<file path="config.mk">
export PLATFORM = sky130hd
export DESIGN_NAME = encoder_unwrap_velocity_estimator_flat
export DESIGN_NICKNAME = d
export VERILOG_FILES = /design/src/sv/euve_pkg.sv /design/src/sv/euve_if.sv /design/src/sv/encoder_unwrap_velocity_estimator.sv /design/src/sv/euve_ctrl.sv /design/src/sv/euve_dp.sv /design/src/flat_wrapper.sv
export SDC_FILE = /design/constraint.sdc
export NUM_CORES = 2
export LEC_CHECK = 0
export BUFFER_PORTS_ARGS = -buffer_cell sky130_fd_sc_hd__buf_2
export CORE_ASPECT_RATIO = 0.75
export CORE_MARGIN = 10
export CORE_UTILIZATION = 55
export CTS_BUF_LIST = sky130_fd_sc_hd__clkbuf_4
export DETAILED_ROUTE_END_ITERATION = 10
export PLACE_DENSITY = 0.8
export SETUP_SLACK_MARGIN = 0.02
export SKIP_LAST_GASP = 1
export SLEW_MARGIN = 10
export SYNTH_ARGS = -nofsm -noshare
export SYNTH_HDL_FRONTEND = slang
export SYNTH_SLANG_ARGS = --single-unit
</file>
<file path="constraint.sdc">
create_clock -name clk -period 23.4 [get_ports clk]
set_input_delay 2.34 -clock clk [delete_from_list [all_inputs] [get_ports clk]]
set_output_delay 2.34 -clock clk [all_outputs]
set_load 0.05 [all_outputs]
</file>
<file path="src/sv/euve_pkg.sv">
// shared constants, codes and control types for the encoder unwrap velocity estimator
package euve_pkg;

  // field and state widths
  localparam int ANGLE_BITS = 14;
  localparam int ACCUM_BITS = 32;
  localparam int PP_W       = 7;
  localparam int RATE_W     = 16;
  localparam int ALPHA_W    = 17;
  localparam int CFG_IDX_W  = 2;
  localparam int CFG_DATA_W = 17;
  localparam int ELEC_W     = 38;
  localparam int UNW_W      = 32;
  localparam int VEL_BITS   = 46;
  localparam int FRAC_BITS  = 16;
  localparam int FVEL_W     = VEL_BITS - FRAC_BITS;

  // datapath widths
  localparam int RAW_W  = ANGLE_BITS + RATE_W + 1;
  localparam int DIFF_W = RAW_W + FRAC_BITS + 1;
  localparam int LO_W   = DIFF_W / 2;
  localparam int HI_W   = DIFF_W - LO_W;
  localparam int PLO_W  = ALPHA_W + LO_W;
  localparam int PHI_W  = ALPHA_W + 1 + HI_W;

  // limits and reset values
  localparam int PP_MAX      = 64;
  localparam int ALPHA_ONE   = 65536;
  localparam int PP_RESET    = 7;
  localparam int RATE_RESET  = 1000;
  localparam int ALPHA_RESET = 6554;

  typedef enum logic [CFG_IDX_W-1:0] {
    CFG_PP_COUNT     = 2'd0,
    CFG_SAMPLE_RATE  = 2'd1,
    CFG_FILTER_ALPHA = 2'd2
  } cfg_idx_t;

  typedef enum logic [1:0] {
    ST_IDLE,
    ST_DIFF,
    ST_PROD,
    ST_UPD
  } state_t;

  typedef struct packed {
    logic in_ready;
    logic load_in;
    logic do_diff;
    logic do_prod;
    logic do_upd;
  } ctl_cmd_t;

  typedef struct packed {
    logic in_valid;
    logic out_free;
  } ctl_stat_t;

endpackage

</file>
<file path="src/sv/euve_if.sv">
// channel interfaces: angle input, result output and register write
interface euve_in_if;
  import euve_pkg::*;
  logic                  valid;
  logic                  ready;
  logic [ANGLE_BITS-1:0] angle_sample;
  modport source (output valid, angle_sample, input ready);
  modport sink   (input valid, angle_sample, output ready);
endinterface

interface euve_out_if;
  import euve_pkg::*;
  logic                     valid;
  logic                     ready;
  logic signed [ELEC_W-1:0] electrical_angle;
  logic signed [FVEL_W-1:0] filtered_velocity;
  logic signed [UNW_W-1:0]  unwrapped_angle;
  modport source (output valid, electrical_angle, filtered_velocity, unwrapped_angle,
                  input ready);
  modport sink   (input valid, electrical_angle, filtered_velocity, unwrapped_angle,
                  output ready);
endinterface

interface euve_cfg_if;
  import euve_pkg::*;
  logic                  valid;
  logic                  ready;
  logic [CFG_IDX_W-1:0]  index;
  logic [CFG_DATA_W-1:0] data;
  modport source (output valid, index, data, input ready);
  modport sink   (input valid, index, data, output ready);
endinterface

</file>
<file path="src/sv/encoder_unwrap_velocity_estimator.sv">
// top level: encoder angle unwrap with low-pass velocity estimate
//
// in_chan carries one 14-bit mechanical angle word per transfer (valid/ready).
// out_chan returns one word per input: electrical angle (38 bits), filtered
// velocity in counts per second (30 bits) and the unwrapped multi-turn angle.
// cfg_chan writes pole pairs (index 0), sample rate (1) and Q16 alpha (2);
// it is always ready; the user must write it only while the block is idle,
// which the block itself does not enforce. An item goes through these steps
// in order: accept with unwrap and rate multiply, difference against the
// filter state, two partial alpha products, filter update into the output
// register. One item runs at a time, with no new input taken before the last
// has updated, as each update needs the filter state the previous one left.
// The output register lets the next input be accepted while a result waits;
// with the receiver stalled, the following item holds in its update step.
// Synchronous reset clears angle, accumulator and filter state, sets pole
// pairs 7, sample rate 1000 and alpha 6554, and empties the output register.
module encoder_unwrap_velocity_estimator (
  input  logic       clk,
  input  logic       rst_n,
  euve_in_if.sink    in_chan,
  euve_out_if.source out_chan,
  euve_cfg_if.sink   cfg_chan
);
  import euve_pkg::*;

  ctl_cmd_t  ctl_cmd;
  ctl_stat_t ctl_stat;
  logic      out_free;

  assign ctl_stat.in_valid = in_chan.valid;
  assign ctl_stat.out_free = out_free;
  assign in_chan.ready     = ctl_cmd.in_ready;

  euve_ctrl u_ctrl (
    .clk   (clk),
    .rst_n (rst_n),
    .stat  (ctl_stat),
    .cmd   (ctl_cmd)
  );

  euve_dp u_dp (
    .clk          (clk),
    .rst_n        (rst_n),
    .cmd          (ctl_cmd),
    .angle_sample (in_chan.angle_sample),
    .out_free     (out_free),
    .out_chan     (out_chan),
    .cfg_chan     (cfg_chan)
  );

  // one item in flight: no second word right after an accept
  a_one_in_flight: assert property (@(posedge clk) disable iff (!rst_n)
    (in_chan.valid && in_chan.ready) |=> !in_chan.ready)
    else $error("input accepted while an item is in flight");

  // an update never overwrites a result that is still waiting
  a_no_overwrite: assert property (@(posedge clk) disable iff (!rst_n)
    ctl_cmd.do_upd |-> (!out_chan.valid || out_chan.ready))
    else $error("result register overwritten");

  // an update always presents a result next cycle
  a_upd_shows: assert property (@(posedge clk) disable iff (!rst_n)
    ctl_cmd.do_upd |=> out_chan.valid)
    else $error("update did not present a result");

  // each input word reaches its update step, or waits there on a stalled receiver
  a_latency: assert property (@(posedge clk) disable iff (!rst_n)
    (in_chan.valid && in_chan.ready) |-> ##3 ctl_cmd.do_upd || !out_free)
    else $error("update step not reached on schedule");

endmodule

</file>
<file path="src/sv/euve_ctrl.sv">
// sequencer: one item at a time through diff, product and update steps
module euve_ctrl (
  input  logic               clk,
  input  logic               rst_n,
  input  euve_pkg::ctl_stat_t stat,
  output euve_pkg::ctl_cmd_t  cmd
);
  import euve_pkg::*;

  state_t state_r;
  state_t state_nxt;

  always_ff @(posedge clk) begin
    if (!rst_n) begin
      state_r <= ST_IDLE;
    end else begin
      state_r <= state_nxt;
    end
  end

  always_comb begin
    state_nxt = state_r;
    unique case (state_r)
      ST_IDLE: begin
        if (stat.in_valid) state_nxt = ST_DIFF;
      end
      ST_DIFF: state_nxt = ST_PROD;
      ST_PROD: state_nxt = ST_UPD;
      ST_UPD: begin
        if (stat.out_free) state_nxt = ST_IDLE;
      end
      default: state_nxt = ST_IDLE;
    endcase
  end

  always_comb begin
    cmd = '0;
    unique case (state_r)
      ST_IDLE: begin
        cmd.in_ready = 1'b1;
        cmd.load_in  = stat.in_valid;
      end
      ST_DIFF: cmd.do_diff = 1'b1;
      ST_PROD: cmd.do_prod = 1'b1;
      ST_UPD:  cmd.do_upd  = stat.out_free;
      default: cmd = '0;
    endcase
  end

endmodule

</file>
<file path="src/sv/euve_dp.sv">
// datapath: registers, unwrap, velocity scaling, low-pass filter and result register
module euve_dp (
  input  logic                            clk,
  input  logic                            rst_n,
  input  euve_pkg::ctl_cmd_t              cmd,
  input  logic [euve_pkg::ANGLE_BITS-1:0] angle_sample,
  output logic                            out_free,
  euve_out_if.source                      out_chan,
  euve_cfg_if.sink                        cfg_chan
);
  import euve_pkg::*;

  // configuration
  logic [PP_W-1:0]    pp_r;
  logic [RATE_W-1:0]  rate_r;
  logic [ALPHA_W-1:0] alpha_r;

  // item state
  logic [ANGLE_BITS-1:0] last_r;
  logic [ACCUM_BITS-1:0] acc_r;
  logic [ACCUM_BITS-1:0] acc_nxt;
  logic [VEL_BITS-1:0]   vel_r;
  logic [VEL_BITS-1:0]   vel_nxt;

  // working registers
  logic signed [RAW_W-1:0]  raw_r;
  logic signed [RAW_W-1:0]  raw_nxt;
  logic signed [DIFF_W-1:0] diff_r;
  logic signed [DIFF_W-1:0] diff_nxt;
  logic signed [ELEC_W-1:0] elec_r;
  logic signed [ELEC_W-1:0] elec_nxt;
  logic [PLO_W-1:0]         plo_r;
  logic [PLO_W-1:0]         plo_nxt;
  logic signed [PHI_W-1:0]  phi_r;
  logic signed [PHI_W-1:0]  phi_nxt;

  // result register
  logic                     ov_r;
  logic                     ov_nxt;
  logic signed [ELEC_W-1:0] oelec_r;
  logic signed [FVEL_W-1:0] ofvel_r;
  logic signed [UNW_W-1:0]  ounw_r;

  logic signed [ANGLE_BITS-1:0]       step;
  logic signed [RATE_W:0]             rate_s;
  logic [PP_W-1:0]                    pp_eff;
  logic signed [PP_W:0]               pp_s;
  logic [ALPHA_W-1:0]                 alpha_eff;
  logic signed [ALPHA_W:0]            alpha_s;
  logic signed [ELEC_W-1:0]           acc_ext;
  logic signed [RAW_W+FRAC_BITS-1:0]  raw_q16;
  logic [LO_W-1:0]                    diff_lo;
  logic signed [HI_W-1:0]             diff_hi;
  logic [VEL_BITS-1:0]                hi_term;
  logic [VEL_BITS-1:0]                lo_term;

  // step modulo one turn, half turn reads negative
  assign step    = angle_sample - last_r;
  assign rate_s  = signed'({1'b0, rate_r});
  assign raw_nxt = RAW_W'(step) * RAW_W'(rate_s);
  assign acc_nxt = acc_r + ACCUM_BITS'(step);

  always_comb begin
    if (pp_r == '0) begin
      pp_eff = PP_W'(1);
    end else if (pp_r > PP_W'(PP_MAX)) begin
      pp_eff = PP_W'(PP_MAX);
    end else begin
      pp_eff = pp_r;
    end
  end

  always_comb begin
    if (alpha_r > ALPHA_W'(ALPHA_ONE)) begin
      alpha_eff = ALPHA_W'(ALPHA_ONE);
    end else begin
      alpha_eff = alpha_r;
    end
  end

  assign pp_s     = signed'({1'b0, pp_eff});
  assign acc_ext  = ELEC_W'(signed'(acc_r));
  assign elec_nxt = acc_ext * ELEC_W'(pp_s);

  assign raw_q16  = {raw_r, {FRAC_BITS{1'b0}}};
  assign diff_nxt = DIFF_W'(raw_q16) - DIFF_W'(signed'(vel_r));

  // alpha times diff in two partial products, low half unsigned
  assign diff_lo = diff_r[LO_W-1:0];
  assign diff_hi = diff_r[DIFF_W-1:LO_W];
  assign alpha_s = signed'({1'b0, alpha_eff});
  assign plo_nxt = PLO_W'(alpha_eff) * PLO_W'(diff_lo);
  assign phi_nxt = PHI_W'(alpha_s) * PHI_W'(diff_hi);

  // floor of the product over 2^16: high part shifts exactly, low part truncates
  assign hi_term = VEL_BITS'({phi_r, {(LO_W-FRAC_BITS){1'b0}}});
  assign lo_term = VEL_BITS'(plo_r[PLO_W-1:FRAC_BITS]);
  assign vel_nxt = vel_r + hi_term + lo_term;

  assign out_free = !ov_r || out_chan.ready;

  always_comb begin
    if (cmd.do_upd) begin
      ov_nxt = 1'b1;
    end else if (out_chan.ready) begin
      ov_nxt = 1'b0;
    end else begin
      ov_nxt = ov_r;
    end
  end

  always_ff @(posedge clk) begin
    if (!rst_n) begin
      pp_r    <= PP_W'(PP_RESET);
      rate_r  <= RATE_W'(RATE_RESET);
      alpha_r <= ALPHA_W'(ALPHA_RESET);
      last_r  <= '0;
      acc_r   <= '0;
      vel_r   <= '0;
      ov_r    <= 1'b0;
    end else begin
      ov_r <= ov_nxt;
      if (cfg_chan.valid) begin
        unique case (cfg_chan.index)
          CFG_PP_COUNT:     pp_r    <= cfg_chan.data[PP_W-1:0];
          CFG_SAMPLE_RATE:  rate_r  <= cfg_chan.data[RATE_W-1:0];
          CFG_FILTER_ALPHA: alpha_r <= cfg_chan.data[ALPHA_W-1:0];
          default: ;
        endcase
      end
      if (cmd.load_in) begin
        last_r <= angle_sample;
        acc_r  <= acc_nxt;
      end
      if (cmd.do_upd) begin
        vel_r <= vel_nxt;
      end
    end
  end

  always_ff @(posedge clk) begin
    if (cmd.load_in) begin
      raw_r <= raw_nxt;
    end
    if (cmd.do_diff) begin
      diff_r <= diff_nxt;
      elec_r <= elec_nxt;
    end
    if (cmd.do_prod) begin
      plo_r <= plo_nxt;
      phi_r <= phi_nxt;
    end
    if (cmd.do_upd) begin
      oelec_r <= elec_r;
      ofvel_r <= vel_nxt[VEL_BITS-1:FRAC_BITS];
      ounw_r  <= UNW_W'(signed'(acc_r));
    end
  end

  assign cfg_chan.ready             = 1'b1;
  assign out_chan.valid             = ov_r;
  assign out_chan.electrical_angle  = oelec_r;
  assign out_chan.filtered_velocity = ofvel_r;
  assign out_chan.unwrapped_angle   = ounw_r;

endmodule

</file>
<file path="src/flat_wrapper.sv">
// flat-port wrapper written by rule: the top's interface ports become plain ports
module encoder_unwrap_velocity_estimator_flat import euve_pkg::*;
  (clk, rst_n, in_chan_valid, in_chan_angle_sample, in_chan_ready, out_chan_valid, out_chan_electrical_angle, out_chan_filtered_velocity, out_chan_unwrapped_angle, out_chan_ready, cfg_chan_valid, cfg_chan_index, cfg_chan_data, cfg_chan_ready);
  euve_in_if in_chan_i ();
  euve_out_if out_chan_i ();
  euve_cfg_if cfg_chan_i ();
  input  logic clk;
  input  logic rst_n;
  input wire logic [$bits(in_chan_i.valid)-1:0] in_chan_valid;
  input wire logic [$bits(in_chan_i.angle_sample)-1:0] in_chan_angle_sample;
  output wire logic [$bits(in_chan_i.ready)-1:0] in_chan_ready;
  output wire logic [$bits(out_chan_i.valid)-1:0] out_chan_valid;
  output wire logic [$bits(out_chan_i.electrical_angle)-1:0] out_chan_electrical_angle;
  output wire logic [$bits(out_chan_i.filtered_velocity)-1:0] out_chan_filtered_velocity;
  output wire logic [$bits(out_chan_i.unwrapped_angle)-1:0] out_chan_unwrapped_angle;
  input wire logic [$bits(out_chan_i.ready)-1:0] out_chan_ready;
  input wire logic [$bits(cfg_chan_i.valid)-1:0] cfg_chan_valid;
  input wire logic [$bits(cfg_chan_i.index)-1:0] cfg_chan_index;
  input wire logic [$bits(cfg_chan_i.data)-1:0] cfg_chan_data;
  output wire logic [$bits(cfg_chan_i.ready)-1:0] cfg_chan_ready;
  assign in_chan_i.valid = in_chan_valid;
  assign in_chan_i.angle_sample = in_chan_angle_sample;
  assign in_chan_ready = in_chan_i.ready;
  assign out_chan_valid = out_chan_i.valid;
  assign out_chan_electrical_angle = out_chan_i.electrical_angle;
  assign out_chan_filtered_velocity = out_chan_i.filtered_velocity;
  assign out_chan_unwrapped_angle = out_chan_i.unwrapped_angle;
  assign out_chan_i.ready = out_chan_ready;
  assign cfg_chan_i.valid = cfg_chan_valid;
  assign cfg_chan_i.index = cfg_chan_index;
  assign cfg_chan_i.data = cfg_chan_data;
  assign cfg_chan_ready = cfg_chan_i.ready;
  encoder_unwrap_velocity_estimator u_core (.clk(clk), .rst_n(rst_n), .in_chan(in_chan_i), .out_chan(out_chan_i), .cfg_chan(cfg_chan_i));
endmodule
</file>
==> impl_metrics.prom <==
# TYPE chip_impl_metric gauge
chip_impl_metric{name="portBuffers",unit=""} 139
chip_impl_info{name="hp-class",value="flop to flop"} 1
chip_impl_metric{name="htreeDepth",unit=""} 3
chip_impl_info{name="path_class",value="primary input to flop"} 1
chip_impl_metric{name="routed_wire_length_per_instance",unit="µm"} 19.0
chip_impl_metric{name="worstPathBufferInverterCount",unit=""} 7
chip_impl_metric{name="drt_first_pass_iters",unit=""} 6
chip_impl_metric{name="synthCells",unit=""} 6576
chip_impl_metric{name="die_width",unit="µm"} 405
chip_impl_metric{name="globalRouteTotalUtil",unit=""} 0.252
chip_impl_info{name="post-synth-top-area-cell",value="sky130_fd_sc_hd__fa_1"} 1
chip_impl_metric{name="dp_hpwl",unit="mm"} 120
chip_impl_metric{name="setup_tns_final",unit="ns"} 0
chip_impl_metric{name="initial_utilization",unit=""} 0.557
chip_impl_metric{name="synth.top_cell.area_share",unit=""} 0.342
chip_impl_metric{name="post_cts_sizing",unit=""} 0
chip_impl_metric{name="max_cap_viol_count",unit=""} 0
chip_impl_metric{name="path_clk_slew",unit="ns"} 0.08
chip_impl_info{name="synth_common_cells",value="sky130_fd_sc_hd__inv_1, sky130_fd_sc_hd__fa_1, sky130_fd_sc_hd__nand2_1, sky130_fd_sc_hd__ha_1, sky130_fd_sc_hd__and2_1"} 1
chip_impl_metric{name="slew-limit-headroom",unit=""} 0.113
chip_impl_metric{name="yosysSeqAreaShare",unit=""} 0.181
chip_impl_metric{name="timing.final.ws_setup",unit="ns"} 13.84
chip_impl_metric{name="grt_overflow_total",unit=""} 0
chip_impl_info{name="critPathLaunchType",value="primary input"} 1
chip_impl_metric{name="antenna_found_initial",unit=""} 7
chip_impl_metric{name="io_pins",unit=""} 141
chip_impl_metric{name="mappedNetlistArea",unit="mm²"} 0.0613
chip_impl_metric{name="critical-path-max-stage-delay",unit="ns"} 0.53
chip_impl_metric{name="yosys_warnings",unit=""} 0
chip_impl_info{name="crit_path_top_delay_cell",value="sky130_fd_sc_hd__fa_1"} 1
chip_impl_metric{name="drive_above_1_share",unit=""} 0.0605
chip_impl_metric{name="skew",unit="ns"} 0.139
chip_impl_metric{name="post_cts_buffers",unit=""} 0
chip_impl_metric{name="timing_worst_slew_pin_value",unit="ns"} 1.33
chip_impl_info{name="ys.flop_type",value="sky130_fd_sc_hd__edfxtp_1"} 1
chip_impl_info{name="synth.top_cells.by_area",value="sky130_fd_sc_hd__fa_1, sky130_fd_sc_hd__edfxtp_1, sky130_fd_sc_hd__ha_1"} 1
chip_impl_metric{name="nNetsFinal",unit=""} 8243
chip_impl_metric{name="first_global_vias",unit=""} 47911
chip_impl_metric{name="gp_congestion",unit=""} 0.958
chip_impl_metric{name="detailedPlace.worstSlack",unit="ns"} 12.92
chip_impl_metric{name="n_fill_cell",unit=""} 9176
chip_impl_metric{name="endpoint_required_time_on_the_critical_path",unit="ns"} 24.16
chip_impl_metric{name="ctsLongestPathBuffers",unit=""} 3
chip_impl_info{name="cts-root-buf",value="sky130_fd_sc_hd__clkbuf_4"} 1
chip_impl_metric{name="finalHoldViolations",unit=""} 0
chip_impl_metric{name="clock_buffers_created_by_tritoncts",unit=""} 97
chip_impl_info{name="tritoncts",value="built"} 1
chip_impl_metric{name="design.die.area",unit="mm²"} 0.125
chip_impl_metric{name="setup_viol_count_final",unit=""} 0
chip_impl_metric{name="post_drt_via_cell_ratio",unit=""} 5.61
chip_impl_metric{name="arrival",unit="ns"} 10.32
chip_impl_metric{name="drc",unit=""} 0
chip_impl_metric{name="layout-area-overhead-vs-synth",unit="%"} 5.60
chip_impl_metric{name="post-route-period-util",unit=""} 0.408
chip_impl_metric{name="synthArstFlopShare",unit=""} 0
chip_impl_info{name="critical_path.most_common_cell",value="sky130_fd_sc_hd__fa_1"} 1
chip_impl_metric{name="syn_area_per_cell",unit="µm²"} 9.32
chip_impl_info{name="run_status",value="finished clean"} 1
chip_impl_metric{name="postSynthRegisterBits",unit=""} 415
chip_impl_metric{name="synth_nets",unit=""} 8206
chip_impl_metric{name="grt_pass1_wl",unit="mm"} 254
chip_impl_info{name="path_delay_family",value="adder cells"} 1
chip_impl_metric{name="drt_iter0_markers",unit=""} 4373
chip_impl_info{name="setup_repair_after_global_routing_missed_its_margin",value="false"} 1
chip_impl_metric{name="fp.dieH",unit="µm"} 309
chip_impl_metric{name="routed_wl",unit="mm"} 155
chip_impl_info{name="post-synth-top-count-cell",value="sky130_fd_sc_hd__inv_1"} 1
chip_impl_metric{name="core.rowCount",unit=""} 105
chip_impl_metric{name="number_of_distinct_library_cell_variants_in_the_gate_level_netlist_after_synthesis",unit=""} 81
chip_impl_metric{name="grt_start_max_net_pins",unit=""} 93
chip_impl_metric{name="finalHoldWorstSlack",unit="ns"} 0.392
chip_impl_metric{name="report.final.slew_viol_count",unit=""} 0
chip_impl_metric{name="critical_path_fanouts_max",unit=""} 17
chip_impl_metric{name="synth_enable_flop_cells",unit=""} 280
chip_impl_metric{name="route.vias.total",unit=""} 45716
chip_impl_metric{name="clk_latency",unit="ns"} 1.02
chip_impl_info{name="critPathCaptureType",value="flop"} 1
chip_impl_metric{name="top_achievable_clock_speed",unit="MHz"} 105
chip_impl_metric{name="cts.sinks",unit=""} 415
chip_impl_metric{name="post_cts_hold_buffer_count",unit=""} 0
chip_impl_metric{name="floorplan.core_area",unit="mm²"} 0.110
chip_impl_metric{name="drt.antenna.violating_nets",unit=""} 0
chip_impl_metric{name="fin_crit_period",unit="ns"} 9.56
[cell families after synthesis]
| group | count (synthesis) | share of synthesized area |
|---|---|---|
| xor+xnor | 250 | 0.0357 |
| fa+ha+maj | 1592 | 0.453 |
| mux | 21 | 0.00345 |
| compound gates | 705 | 0.0735 |
| buf+inv | 1600 | 0.0981 |
| other cells | 1 | 0.0000612 |
| flops | 415 | 0.181 |
| simple gates | 1992 | 0.155 |
[path summary, 6_finish.rpt]
| check | startpoint | endpoint | slack, ns | cells after the start |
|---|---|---|---|---|
| setup reg to reg | u_core.u_dp.alpha_r[0]$_SDFFE_PN0P_ | u_core.u_dp.plo_r[40]$_DFFE_PP_ | 14.58 | 26 |
| hold reg to reg | u_core.u_dp.elec_r[16]$_DFFE_PN_ | u_core.u_dp.out_chan.electrical_angle[16]$_DFFE_PP_ | 0.39 | 0 |
| hold / removal | u_core.u_dp.elec_r[16]$_DFFE_PN_ | u_core.u_dp.out_chan.electrical_angle[16]$_DFFE_PP_ | 0.39 | 0 |
| setup / recovery | in_chan_angle_sample[0] | u_core.u_dp.raw_r[29]$_DFFE_PP_ | 13.84 | 36 |
[placed cells by master (no fill, tap or decap), drive strengths merged, types with 35 or more instances in the layout]
cell type	instances
nand3	62
ha	546
nor2	174
clkinv	35
dfxtp	135
inv	1346
and2	498
xnor2	172
a21oi	260
xor2	78
edfxtp	280
fa	1046
buf	197
nor2b	79
nand2	993
a211oi	41
nor3	38
o21ai	113
clkbuf	139
a21o	89
[area by class of cell]
type,instances,area (µm²),share of cell area
multi-input cells,4561,44300,0.685
flip-flops and latches,415,11100,0.172
inverters,1341,5040,0.0779
well taps,1444,1810,0.0279
repair buffers,197,1130,0.0175
clock buffers,139,1040,0.0161
clock inverters,43,256,0.00396
diodes,7,17.5,0.000271
[per-layer routing]
| layer | part of all wire | vias to the layer above | GRT usage | wire length (µm) |
|---|---|---|---|---|
| li1 | - | 20468 | - | - |
| met1 | 0.42 | 22867 | 0.357 | 65700 |
| met2 | 0.45 | 2116 | 0.395 | 69800 |
| met3 | 0.098 | 265 | 0.0491 | 15200 |
| met4 | 0.025 | 0 | 0.0659 | 3910 |
| met5 | 0 | - | 0 | 0 |
[state kept, by name (all words and copies together) (netlist names), 30 cells and up]
name and cells:
u_core.u_dp.acc_r 32, u_core.u_dp.diff_r 48, u_core.u_dp.elec_r 38, u_core.u_dp.out_chan.electrical_angle 38
u_core.u_dp.out_chan.filtered_velocity 30, u_core.u_dp.out_chan.unwrapped_angle 32, u_core.u_dp.phi_r 38, u_core.u_dp.raw_r 31
u_core.u_dp.vel_r 46
[through the flow]
| stage | cells | area, µm² | utilization |
|---|---|---|---|
| detailed placement | 7958 | 63400 | 0.576 |
| global route | 8147 | 64700 | 0.588 |
| CTS | 8140 | 64700 | 0.588 |
| finish | 8147 | 64700 | 0.588 |
| floorplan | 6576 | 61300 | - |
| global placement | 7958 | 63400 | 0.576 |
Power is left out: the tool's default activity adds up to more than one toggle a clock period on the data nets, which glitch-free logic cannot reach.
